File: src/sv/slps_pkg.sv
`timescale 1ns / 1ps
// ----------------------------------------------------------------------------
// slps_pkg
// Shared types and constants of the status LED pattern sequencer.
// ----------------------------------------------------------------------------
package slps_pkg;

   localparam int LED_COUNT  = 4;
   localparam int DRIVEN     = 4;
   localparam int IDX_W      = 2;
   localparam int NUM_FLAGS  = 11;
   localparam int REQ_DATA_W = 16;
   localparam int RSP_DATA_W = 32;
   localparam int LEVEL_W    = 8;

   // request flag positions in req_tdata
   localparam int FLAG_INIT  = 0;
   localparam int FLAG_TRIM  = 1;
   localparam int FLAG_ESC   = 2;
   localparam int FLAG_RFS   = 3;
   localparam int FLAG_BFS   = 4;
   localparam int FLAG_GFS   = 5;
   localparam int FLAG_GG    = 6;
   localparam int FLAG_BG    = 7;
   localparam int FLAG_EB    = 8;
   localparam int FLAG_ARMED = 9;
   localparam int FLAG_USB   = 10;

   // register indexes
   localparam logic CSR_BRIGHT = 1'b0;
   localparam logic CSR_DIM    = 1'b1;

   localparam logic [2:0] PRESCALE_LAST = 3'd4;
   localparam logic [3:0] STEP_LAST     = 4'd9;
   localparam logic [3:0] STEP_FAIL_ALT = 4'd5;

   localparam logic [1:0] MODE_NONE  = 2'd0;
   localparam logic [1:0] MODE_RGB   = 2'd1;
   localparam logic [1:0] MODE_MACRO = 2'd2;

   localparam logic [1:0] MAC_WHITE   = 2'd0;
   localparam logic [1:0] MAC_RED     = 2'd1;
   localparam logic [1:0] MAC_RESET   = 2'd2;
   localparam logic [1:0] MAC_BREATHE = 2'd3;

   localparam logic [2:0] STAGE_NONE        = 3'd0;
   localparam logic [2:0] STAGE_INIT        = 3'd1;
   localparam logic [2:0] STAGE_TRIM        = 3'd2;
   localparam logic [2:0] STAGE_FAIL        = 3'd3;
   localparam logic [2:0] STAGE_IDLE_COLOUR = 3'd4;
   localparam logic [2:0] STAGE_IDLE_RUN    = 3'd5;

   localparam logic [IDX_W-1:0] BACK_LEFT   = 2'd0;
   localparam logic [IDX_W-1:0] BACK_RIGHT  = 2'd1;
   localparam logic [IDX_W-1:0] FRONT_RIGHT = 2'd2;
   localparam logic [IDX_W-1:0] FRONT_LEFT  = 2'd3;

   typedef struct packed {
      logic [1:0]         mode;
      logic [LEVEL_W-1:0] red;
      logic [LEVEL_W-1:0] green;
      logic [LEVEL_W-1:0] blue;
      logic [1:0]         macro;
   } led_rec_type;

   typedef struct packed {
      logic capture;
      logic eval;
      logic load;
   } cmd_type;

   typedef struct packed {
      logic fire;
      logic pending_any;
      logic pending_last;
      logic out_free;
   } status_type;

endpackage

File: src/sv/status_led_pattern_sequencer.sv
`timescale 1ns / 1ps
// ----------------------------------------------------------------------------
// status_led_pattern_sequencer
// Turns a stream of status requests into LED commands for four status LEDs.
// ----------------------------------------------------------------------------
// A request that does not advance the pattern (four of every five) is taken
// in the idle state and gives no command. Every fifth request goes from the
// idle state through an evaluation state to a send state, which gives one
// command per changed LED, or none when no LED changed; the commands leave
// one per cycle while rsp_tready stays high, through the output register,
// in LED index order, the last one of the request marked with rsp_tlast.
// The next request is taken once the final command is in the output
// register, or once the send state finds that no LED changed.
module status_led_pattern_sequencer (
   input  logic                            clock,
   input  logic                            reset,
   // initialising, trim_store, motor_cal, radio_failsafe,
   // battery_failsafe, gps_failsafe, gps_glitch, baro_glitch,
   // estimator_bad, armed_flag, usb_present, zero fill
   input  logic [slps_pkg::REQ_DATA_W-1:0] req_tdata,
   input  logic                            req_tvalid,
   output logic                            req_tready,
   // led_index, red_level, green_level, blue_level, macro_code, zero fill
   output logic [slps_pkg::RSP_DATA_W-1:0] rsp_tdata,
   // is_macro
   output logic                            rsp_tuser,
   output logic                            rsp_tlast,
   output logic                            rsp_tvalid,
   input  logic                            rsp_tready,
   input  logic                            csr_wr_en,
   input  logic                            csr_index,
   input  logic [slps_pkg::LEVEL_W-1:0]    csr_wdata
);
   import slps_pkg::*;

   cmd_type    cmd;
   status_type status;

   slps_ctrl u_ctrl (
      .clock      (clock),
      .reset      (reset),
      .req_tvalid (req_tvalid),
      .req_tready (req_tready),
      .status     (status),
      .cmd        (cmd)
   );

   slps_datapath u_datapath (
      .clock      (clock),
      .reset      (reset),
      .cmd        (cmd),
      .status     (status),
      .req_tdata  (req_tdata),
      .csr_wr_en  (csr_wr_en),
      .csr_index  (csr_index),
      .csr_wdata  (csr_wdata),
      .rsp_tvalid (rsp_tvalid),
      .rsp_tready (rsp_tready),
      .rsp_tdata  (rsp_tdata),
      .rsp_tuser  (rsp_tuser),
      .rsp_tlast  (rsp_tlast)
   );

endmodule

File: src/sv/slps_ctrl.sv
`timescale 1ns / 1ps
// ----------------------------------------------------------------------------
// slps_ctrl
// Sequencer: takes requests, evaluates the pattern on every fifth, then
// hands the changed LED commands to the output register one at a time.
// ----------------------------------------------------------------------------
module slps_ctrl (
   input  logic                clock,
   input  logic                reset,
   input  logic                req_tvalid,
   output logic                req_tready,
   input  slps_pkg::status_type status,
   output slps_pkg::cmd_type    cmd
);
   import slps_pkg::*;

   localparam logic [1:0] S_IDLE = 2'd0;
   localparam logic [1:0] S_EVAL = 2'd1;
   localparam logic [1:0] S_SEND = 2'd2;

   logic [1:0] state_ff;
   logic [1:0] state_in;

   assign req_tready = (state_ff == S_IDLE);

   always_comb begin
      state_in    = state_ff;
      cmd         = '0;
      unique case (state_ff)
         S_IDLE: begin
            if (req_tvalid) begin
               cmd.capture = 1'b1;
               if (status.fire) begin
                  state_in = S_EVAL;
               end
            end
         end
         S_EVAL: begin
            cmd.eval = 1'b1;
            state_in = S_SEND;
         end
         S_SEND: begin
            if (!status.pending_any) begin
               state_in = S_IDLE;
            end else if (status.out_free) begin
               cmd.load = 1'b1;
               if (status.pending_last) begin
                  state_in = S_IDLE;
               end
            end
         end
         default: begin
            state_in = S_IDLE;
         end
      endcase
   end

   always_ff @(posedge clock) begin
      if (reset) begin
         state_ff <= S_IDLE;
      end else begin
         state_ff <= state_in;
      end
   end

endmodule

File: src/sv/slps_datapath.sv
`timescale 1ns / 1ps
// ----------------------------------------------------------------------------
// slps_datapath
// Prescaler, pattern step, stage tracking, per-LED sent records, target
// evaluation and the result output register.
// ----------------------------------------------------------------------------
module slps_datapath (
   input  logic                              clock,
   input  logic                              reset,
   input  slps_pkg::cmd_type                 cmd,
   output slps_pkg::status_type              status,
   input  logic [slps_pkg::REQ_DATA_W-1:0]   req_tdata,
   input  logic                              csr_wr_en,
   input  logic                              csr_index,
   input  logic [slps_pkg::LEVEL_W-1:0]      csr_wdata,
   output logic                              rsp_tvalid,
   input  logic                              rsp_tready,
   output logic [slps_pkg::RSP_DATA_W-1:0]   rsp_tdata,
   output logic                              rsp_tuser,
   output logic                              rsp_tlast
);
   import slps_pkg::*;

   logic [LEVEL_W-1:0]   bright_ff;
   logic [LEVEL_W-1:0]   dim_ff;
   logic [NUM_FLAGS-1:0] flags_ff;
   logic [2:0]           prescale_ff;
   logic [3:0]           step_ff;
   logic [3:0]           step_in;
   logic [2:0]           stage_ff;
   logic [2:0]           stage_in;
   led_rec_type          sent_ff [LED_COUNT];
   led_rec_type          tgt_ff  [DRIVEN];
   led_rec_type          tgt_in  [DRIVEN];
   logic [DRIVEN-1:0]    pending_ff;
   logic [DRIVEN-1:0]    changed;
   logic [DRIVEN-1:0]    sel_onehot;
   logic [IDX_W-1:0]     sel_idx;
   logic [LEVEL_W-1:0]   lvl;
   logic [LEVEL_W-1:0]   cr;
   logic [LEVEL_W-1:0]   cg;
   logic [LEVEL_W-1:0]   cb;
   logic                 any_fail;
   logic                 rsp_valid_ff;
   led_rec_type          out_rec;
   logic [IDX_W-1:0]     out_idx_ff;
   logic [LEVEL_W-1:0]   out_red_ff;
   logic [LEVEL_W-1:0]   out_green_ff;
   logic [LEVEL_W-1:0]   out_blue_ff;
   logic [1:0]           out_macro_ff;
   logic                 out_is_macro_ff;
   logic                 out_last_ff;

   function automatic led_rec_type set_rgb(led_rec_type base, logic [LEVEL_W-1:0] r,
                                           logic [LEVEL_W-1:0] g, logic [LEVEL_W-1:0] b);
      led_rec_type rec;
      rec       = base;
      rec.mode  = MODE_RGB;
      rec.red   = r;
      rec.green = g;
      rec.blue  = b;
      return rec;
   endfunction

   function automatic led_rec_type apply_macro(led_rec_type base, logic [1:0] m);
      led_rec_type rec;
      rec       = base;
      rec.mode  = MODE_MACRO;
      rec.macro = m;
      return rec;
   endfunction

   // pattern evaluation
   always_comb begin
      step_in  = (step_ff >= STEP_LAST) ? 4'd0 : step_ff + 4'd1;
      lvl      = flags_ff[FLAG_USB] ? dim_ff : bright_ff;
      stage_in = stage_ff;
      cr       = '0;
      cg       = '0;
      cb       = '0;
      any_fail = flags_ff[FLAG_RFS] | flags_ff[FLAG_BFS] | flags_ff[FLAG_GFS]
               | flags_ff[FLAG_GG] | flags_ff[FLAG_BG] | flags_ff[FLAG_EB];
      for (int i = 0; i < DRIVEN; i++) begin
         tgt_in[i] = sent_ff[i];
      end
      priority if (flags_ff[FLAG_INIT]) begin
         if (step_in[0]) begin
            tgt_in[FRONT_LEFT]  = set_rgb(sent_ff[FRONT_LEFT], lvl, lvl, lvl);
            tgt_in[BACK_LEFT]   = set_rgb(sent_ff[BACK_LEFT], lvl, '0, '0);
            tgt_in[FRONT_RIGHT] = set_rgb(sent_ff[FRONT_RIGHT], '0, '0, '0);
            tgt_in[BACK_RIGHT]  = set_rgb(sent_ff[BACK_RIGHT], '0, '0, '0);
         end else begin
            tgt_in[FRONT_LEFT]  = set_rgb(sent_ff[FRONT_LEFT], '0, '0, '0);
            tgt_in[BACK_LEFT]   = set_rgb(sent_ff[BACK_LEFT], '0, '0, '0);
            tgt_in[FRONT_RIGHT] = set_rgb(sent_ff[FRONT_RIGHT], lvl, lvl, lvl);
            tgt_in[BACK_RIGHT]  = set_rgb(sent_ff[BACK_RIGHT], lvl, '0, '0);
         end
         stage_in = STAGE_INIT;
      end else if (flags_ff[FLAG_TRIM] || flags_ff[FLAG_ESC]) begin
         unique case (step_in)
            4'd0, 4'd3, 4'd6: cr = lvl;
            4'd1, 4'd4, 4'd7: cb = lvl;
            4'd2, 4'd5, 4'd8: cg = lvl;
            default: begin
               cr = '0;
            end
         endcase
         for (int i = 0; i < DRIVEN; i++) begin
            tgt_in[i] = set_rgb(sent_ff[i], cr, cg, cb);
         end
         stage_in = STAGE_TRIM;
      end else if (any_fail) begin
         priority if (step_in < STEP_FAIL_ALT) begin
            cr = lvl;
            cg = lvl;
         end else if (flags_ff[FLAG_GFS] || flags_ff[FLAG_GG]) begin
            cb = lvl;
         end else if (flags_ff[FLAG_BG]) begin
            cr = lvl;
            cb = lvl;
         end else if (flags_ff[FLAG_EB]) begin
            cr = lvl;
         end else begin
            cr = '0;
         end
         for (int i = 0; i < DRIVEN; i++) begin
            tgt_in[i] = set_rgb(sent_ff[i], cr, cg, cb);
         end
         stage_in = STAGE_FAIL;
      end else if (stage_ff < STAGE_IDLE_COLOUR) begin
         tgt_in[FRONT_LEFT]  = apply_macro(sent_ff[FRONT_LEFT], MAC_WHITE);
         tgt_in[FRONT_RIGHT] = apply_macro(sent_ff[FRONT_RIGHT], MAC_WHITE);
         tgt_in[BACK_LEFT]   = apply_macro(sent_ff[BACK_LEFT], MAC_RED);
         tgt_in[BACK_RIGHT]  = apply_macro(sent_ff[BACK_RIGHT], MAC_RED);
         stage_in = STAGE_IDLE_COLOUR;
      end else begin
         for (int i = 0; i < DRIVEN; i++) begin
            tgt_in[i] = apply_macro(sent_ff[i],
                                    flags_ff[FLAG_ARMED] ? MAC_RESET : MAC_BREATHE);
         end
         stage_in = STAGE_IDLE_RUN;
      end
      for (int i = 0; i < DRIVEN; i++) begin
         changed[i] = (tgt_in[i] != sent_ff[i]);
      end
   end

   // lowest pending led goes next
   always_comb begin
      sel_idx    = '0;
      sel_onehot = '0;
      for (int i = DRIVEN - 1; i >= 0; i--) begin
         if (pending_ff[i]) begin
            sel_idx    = IDX_W'(i);
            sel_onehot = DRIVEN'(1) << i;
         end
      end
      out_rec = tgt_ff[sel_idx];
   end

   assign status.fire         = (prescale_ff == PRESCALE_LAST);
   assign status.pending_any  = |pending_ff;
   assign status.pending_last = ((pending_ff & ~sel_onehot) == '0);
   assign status.out_free     = !rsp_valid_ff || rsp_tready;

   always_ff @(posedge clock) begin
      if (reset) begin
         bright_ff    <= 8'd255;
         dim_ff       <= 8'd64;
         prescale_ff  <= '0;
         step_ff      <= '0;
         stage_ff     <= STAGE_NONE;
         pending_ff   <= '0;
         rsp_valid_ff <= 1'b0;
         for (int i = 0; i < LED_COUNT; i++) begin
            sent_ff[i] <= '0;
         end
      end else begin
         if (csr_wr_en) begin
            unique case (csr_index)
               CSR_BRIGHT: bright_ff <= csr_wdata;
               CSR_DIM:    dim_ff    <= csr_wdata;
               default: begin
                  bright_ff <= bright_ff;
               end
            endcase
         end
         if (cmd.capture) begin
            prescale_ff <= status.fire ? 3'd0 : prescale_ff + 3'd1;
         end
         if (cmd.eval) begin
            step_ff    <= step_in;
            stage_ff   <= stage_in;
            pending_ff <= changed;
            for (int i = 0; i < DRIVEN; i++) begin
               sent_ff[i] <= tgt_in[i];
            end
         end else if (cmd.load) begin
            pending_ff <= pending_ff & ~sel_onehot;
         end
         if (cmd.load) begin
            rsp_valid_ff <= 1'b1;
         end else if (rsp_tready) begin
            rsp_valid_ff <= 1'b0;
         end
      end
   end

   always_ff @(posedge clock) begin
      if (cmd.capture) begin
         flags_ff <= req_tdata[NUM_FLAGS-1:0];
      end
      if (cmd.eval) begin
         for (int i = 0; i < DRIVEN; i++) begin
            tgt_ff[i] <= tgt_in[i];
         end
      end
      if (cmd.load) begin
         out_idx_ff      <= sel_idx;
         out_is_macro_ff <= (out_rec.mode == MODE_MACRO);
         out_last_ff     <= status.pending_last;
         if (out_rec.mode == MODE_MACRO) begin
            out_red_ff   <= '0;
            out_green_ff <= '0;
            out_blue_ff  <= '0;
            out_macro_ff <= out_rec.macro;
         end else begin
            out_red_ff   <= out_rec.red;
            out_green_ff <= out_rec.green;
            out_blue_ff  <= out_rec.blue;
            out_macro_ff <= '0;
         end
      end
   end

   assign rsp_tvalid = rsp_valid_ff;
   assign rsp_tuser  = out_is_macro_ff;
   assign rsp_tlast  = out_last_ff;
   assign rsp_tdata  = {4'd0, out_macro_ff, out_blue_ff, out_green_ff, out_red_ff,
                        out_idx_ff};

   a_load_when_free: assert property (@(posedge clock) disable iff (reset)
      cmd.load |-> (!rsp_valid_ff || rsp_tready))
      else $error("command loaded over a waiting result");

   a_load_sets_valid: assert property (@(posedge clock) disable iff (reset)
      cmd.load |=> rsp_valid_ff)
      else $error("loaded command not presented");

   a_prescale_range: assert property (@(posedge clock) disable iff (reset)
      prescale_ff <= PRESCALE_LAST)
      else $error("prescaler out of range");

   a_step_range: assert property (@(posedge clock) disable iff (reset)
      step_ff <= STEP_LAST)
      else $error("pattern step out of range");

   a_pending_only_after_eval: assert property (@(posedge clock) disable iff (reset)
      (pending_ff != $past(pending_ff)) |-> ($past(cmd.eval) || $past(cmd.load)))
      else $error("pending mask changed without eval or load");

endmodule
File: config.mk
export PLATFORM = sky130hd
export DESIGN_NAME = status_led_pattern_sequencer
export DESIGN_NICKNAME = d
export VERILOG_FILES = /design/src/sv/slps_pkg.sv /design/src/sv/status_led_pattern_sequencer.sv /design/src/sv/slps_ctrl.sv /design/src/sv/slps_datapath.sv
export SDC_FILE = /design/constraint.sdc
export NUM_CORES = 1
export LEC_CHECK = 0
export BUFFER_PORTS_ARGS = -buffer_cell sky130_fd_sc_hd__buf_2
export CAP_MARGIN = 40
export CORE_ASPECT_RATIO = 1.5
export CORE_MARGIN = 1
export CORE_UTILIZATION = 45
export CTS_CLUSTER_DIAMETER = 150
export CTS_CLUSTER_SIZE = 30
export DETAILED_ROUTE_END_ITERATION = 10
export GPL_TIMING_DRIVEN = 0
export SKIP_CTS_REPAIR_TIMING = 1
export SYNTH_ARGS = -nofsm -noshare
export SYNTH_HDL_FRONTEND = slang
export SYNTH_HIERARCHICAL = 1
export SYNTH_SLANG_ARGS = --single-unit
export TNS_END_PERCENT = 1
File: constraint.sdc
create_clock -name clock -period 8 [get_ports clock]
set_input_delay 2.4 -clock clock [delete_from_list [all_inputs] [get_ports clock]]
set_output_delay 2.4 -clock clock [all_outputs]
set_load 0.005 [all_outputs]
==> metrics.yaml <==
status: "finished, final reports clean"
cp_top_family: "compound AO/OA/AOI/OAI gates"
maxCapViolCount: 0
grt_antenna_before_repair: 6
drive_gt1_share_pct: 13.5
crit_required_ns: 8.36
pwr-share-seq_pct: 57.5
clkTransAtPathRegs_ns: 0.11
seqCellArea_mm2: 0.00822
overflow: 0
internal_power_w: 0.00208
synth_cell_types: 99
clkLatencyLatePin_ns: 0.54
vias: 14837
io_buffer_count: 56
skew_ns: 0.0465
end_kind: "register"
swShare_pct: 28.9
ir_drop_v: 0.000187
drtIter0Drc: 2120
startpoint_type: "primary input"
period_share_pct: 69.2
grt_usage_pct: 45.5
numPlacedInstances: 2088
syn_area_mm2: 0.0159
finalMaxSlewViolations: 0
syn_to_final_growth_pct: 11.7
period_needed_ns: 5.53
cp_max_fo: 62
rsz0062_at_grt: "false"
final_cells: 2117
cts.sinks: 284
finalInstanceArea_mm2: 0.0178
critPathBufInv: 3
ant_nets: 0
arrival_ns: 5.90
routabilityCongestion: 1.09
viasPerCell: 7.01
avgRoutedWirePerCell_um: 38.4
drc: 0
clockPowerShare_pct: 27.0
final_cell_mix: "edfxtp_1, nor2_1, nand2_1"
die_x_um: 155
die_h_um: 232
multiInputGateArea_mm2: 0.00719
synthFlopType: "edfxtp_1"
tightest_slew_ns: 1.19
pin_count: 66
ys_seq_area_share_pct: 51.7
synth_edf_count: 253
numCtsBuffers: 13
final_nets: 1674
start_util_pct: 46.1
netlist_instances: 1509
grt_first_pass_wirelength_um: 111000
grt_max_degree: 63
comb_power_share_pct: 15.5
crit_chain: "buf_2 > nor2_1 > inv_4 > buf_16 > o221a_2 > o221ai_1 > a2111oi_0 > o2111ai_1 > or4_1 > a2111oi_2 > a211oi_1"
power_density_mw_per_mm2: 165
place_area_mm2: 0.0173
rows: 83
avgSynthCellArea_um2: 10.5
hp-class: "register to register"
relSlewSlack_pct: 21.0
num-fill-cells: 3147
hpwl_um: 63000
yosys_warnings: 6
switchingPower_w: 0.000845
root_buffer: "clkbuf_16"
synth_seq_cells: 284
layout_commonest_cell: "edfxtp_1"
coreArea_mm2: 0.0345
setup_viol: 0
grt_pass1_vias: 14204
criticalPathCategory: "primary input to register"
cp_slowest_cell: "or4_1"
yosysTopAreaCell: "edfxtp_1"
dr.pass1.iters: 8
async_flop_share_pct: 0
cpPeakStageDelay_ns: 0.58
power_leakage_nw: 6.31
htree_levels: 1
synth_area_leaders: "edfxtp_1, dfxtp_1, mux4_2"
tritoncts: "built"
hold_viol_final: 0
max_clock_freq_mhz: 181
clk_path_buf_depth: 3
yosysTopAreaCellShare_pct: 47.8
routed_wl_um: 81200
fp.dieArea_mm2: 0.0361
[power by group through the flow]
stage | logic [W] | clock network, W | registers [W]
after floorplan | 0.000221 | 0 | 0.00169
after global placement | 0.000404 | 0 | 0.00171
after detailed placement | 0.000423 | 0 | 0.00171
after CTS | 0.000425 | 0.000797 | 0.00168
after global routing | 0.000456 | 0.000834 | 0.00168
final | 0.000454 | 0.000792 | 0.00168
[cells in the mapped netlist, drive strengths merged, types with 12 or more instances]
library cell    n
nand3          41
a22oi          14
clkbuf         76
nand4          17
dfxtp          31
mux2i          19
inv            31
a211oi         18
o221ai         12
nor4           23
o31ai          17
o21ai          67
o21a           40
a21oi          93
and3           13
nand2b         13
nand2         120
nor2b          33
edfxtp        253
nor3           46
a31oi          26
mux4           26
o211ai         14
o22ai          15
nor2          151
and2           79
a21boi         14
buf            21
[path summary, 6_finish.rpt]
kind / start / endpoint / slack (ns) / cells past startpoint
setup / recovery: reset / u_datapath/pending_ff[0] / 2.47 / 11
hold / removal: u_datapath/dim_ff[4] / u_datapath/dim_ff[4] / 0.48 / 2
setup reg to reg: u_datapath/step_ff[0] / u_datapath/pending_ff[0] / 2.67 / 13
hold reg to reg: u_datapath/dim_ff[4] / u_datapath/dim_ff[4] / 0.48 / 2
[per-layer routing]
| layer | routed length (um) | track usage [%] |
|---|---|---|
| met5 | 13 | 0 |
| met4 | 9210 | 39.6 |
| met3 | 8880 | 12.5 |
| met2 | 36400 | 72.0 |
| met1 | 26700 | 50.2 |
[state kept, by name (all words and copies together) (netlist names)]
register / cells
u_datapath/step_ff: 4
u_datapath/sent_ff: 106
u_datapath/out_macro_ff: 2
u_ctrl/state_ff: 2
u_datapath/rsp_tvalid: 1
u_datapath/rsp_tuser: 1
u_datapath/out_blue_ff: 8
u_datapath/out_red_ff: 8
u_datapath/tgt_ff: 106
u_datapath/flags_ff: 11
u_datapath/pending_ff: 4
u_datapath/out_idx_ff: 2
u_datapath/bright_ff: 8
u_datapath/prescale_ff: 3
u_datapath/dim_ff: 8
u_datapath/stage_ff: 1
u_datapath/out_green_ff: 8
u_datapath/rsp_tlast: 1
[cell type report]
cell class	instances	share of cell area [%]
timing repair buffer	112	4.82
antenna	5	0.0705
sequential	284	46.3
inverter	31	0.669
clock inverter	1	0.0916
multi-input combinational	1100	40.5
clock buffer	20	1.98
buffer	97	2.28
tap	467	3.29
[kinds of logic after synthesis]
logic type	count (synthesis)	synth area share, %
AO/OA/AOI/OAI	432	18.9
XOR/XNOR	15	1.03
adder cells (fa/ha/maj)	5	0.394
buffers and inverters	128	3.27
flip-flops	284	51.7
multiplexers	55	5.59
other	1	0.0236
AND/OR/NAND/NOR	589	19.1
[through the flow]
stage                     setup WS [ns]  hold WS [ns]  utilization (%)  power, W  TNS [ns]
after global routing               2.41         0.497             51.5   0.00297         0
after global placement            -2.57         0.454             48.6   0.00212    -61.30
after detailed placement           2.04         0.460             50.3   0.00213         0
after CTS                          2.57         0.475             51.4   0.00290         0
final                              2.47         0.481             51.5   0.00293         0
after floorplan                   0.411         0.446                -   0.00191         0
[tightest hold or removal path, stage by stage, from the launching register on]
cell and delay [ns]:
dfxtp_1 0.33, nand2_1 0.05, a21oi_1 0.05
Power figures use the tool's default switching activity.
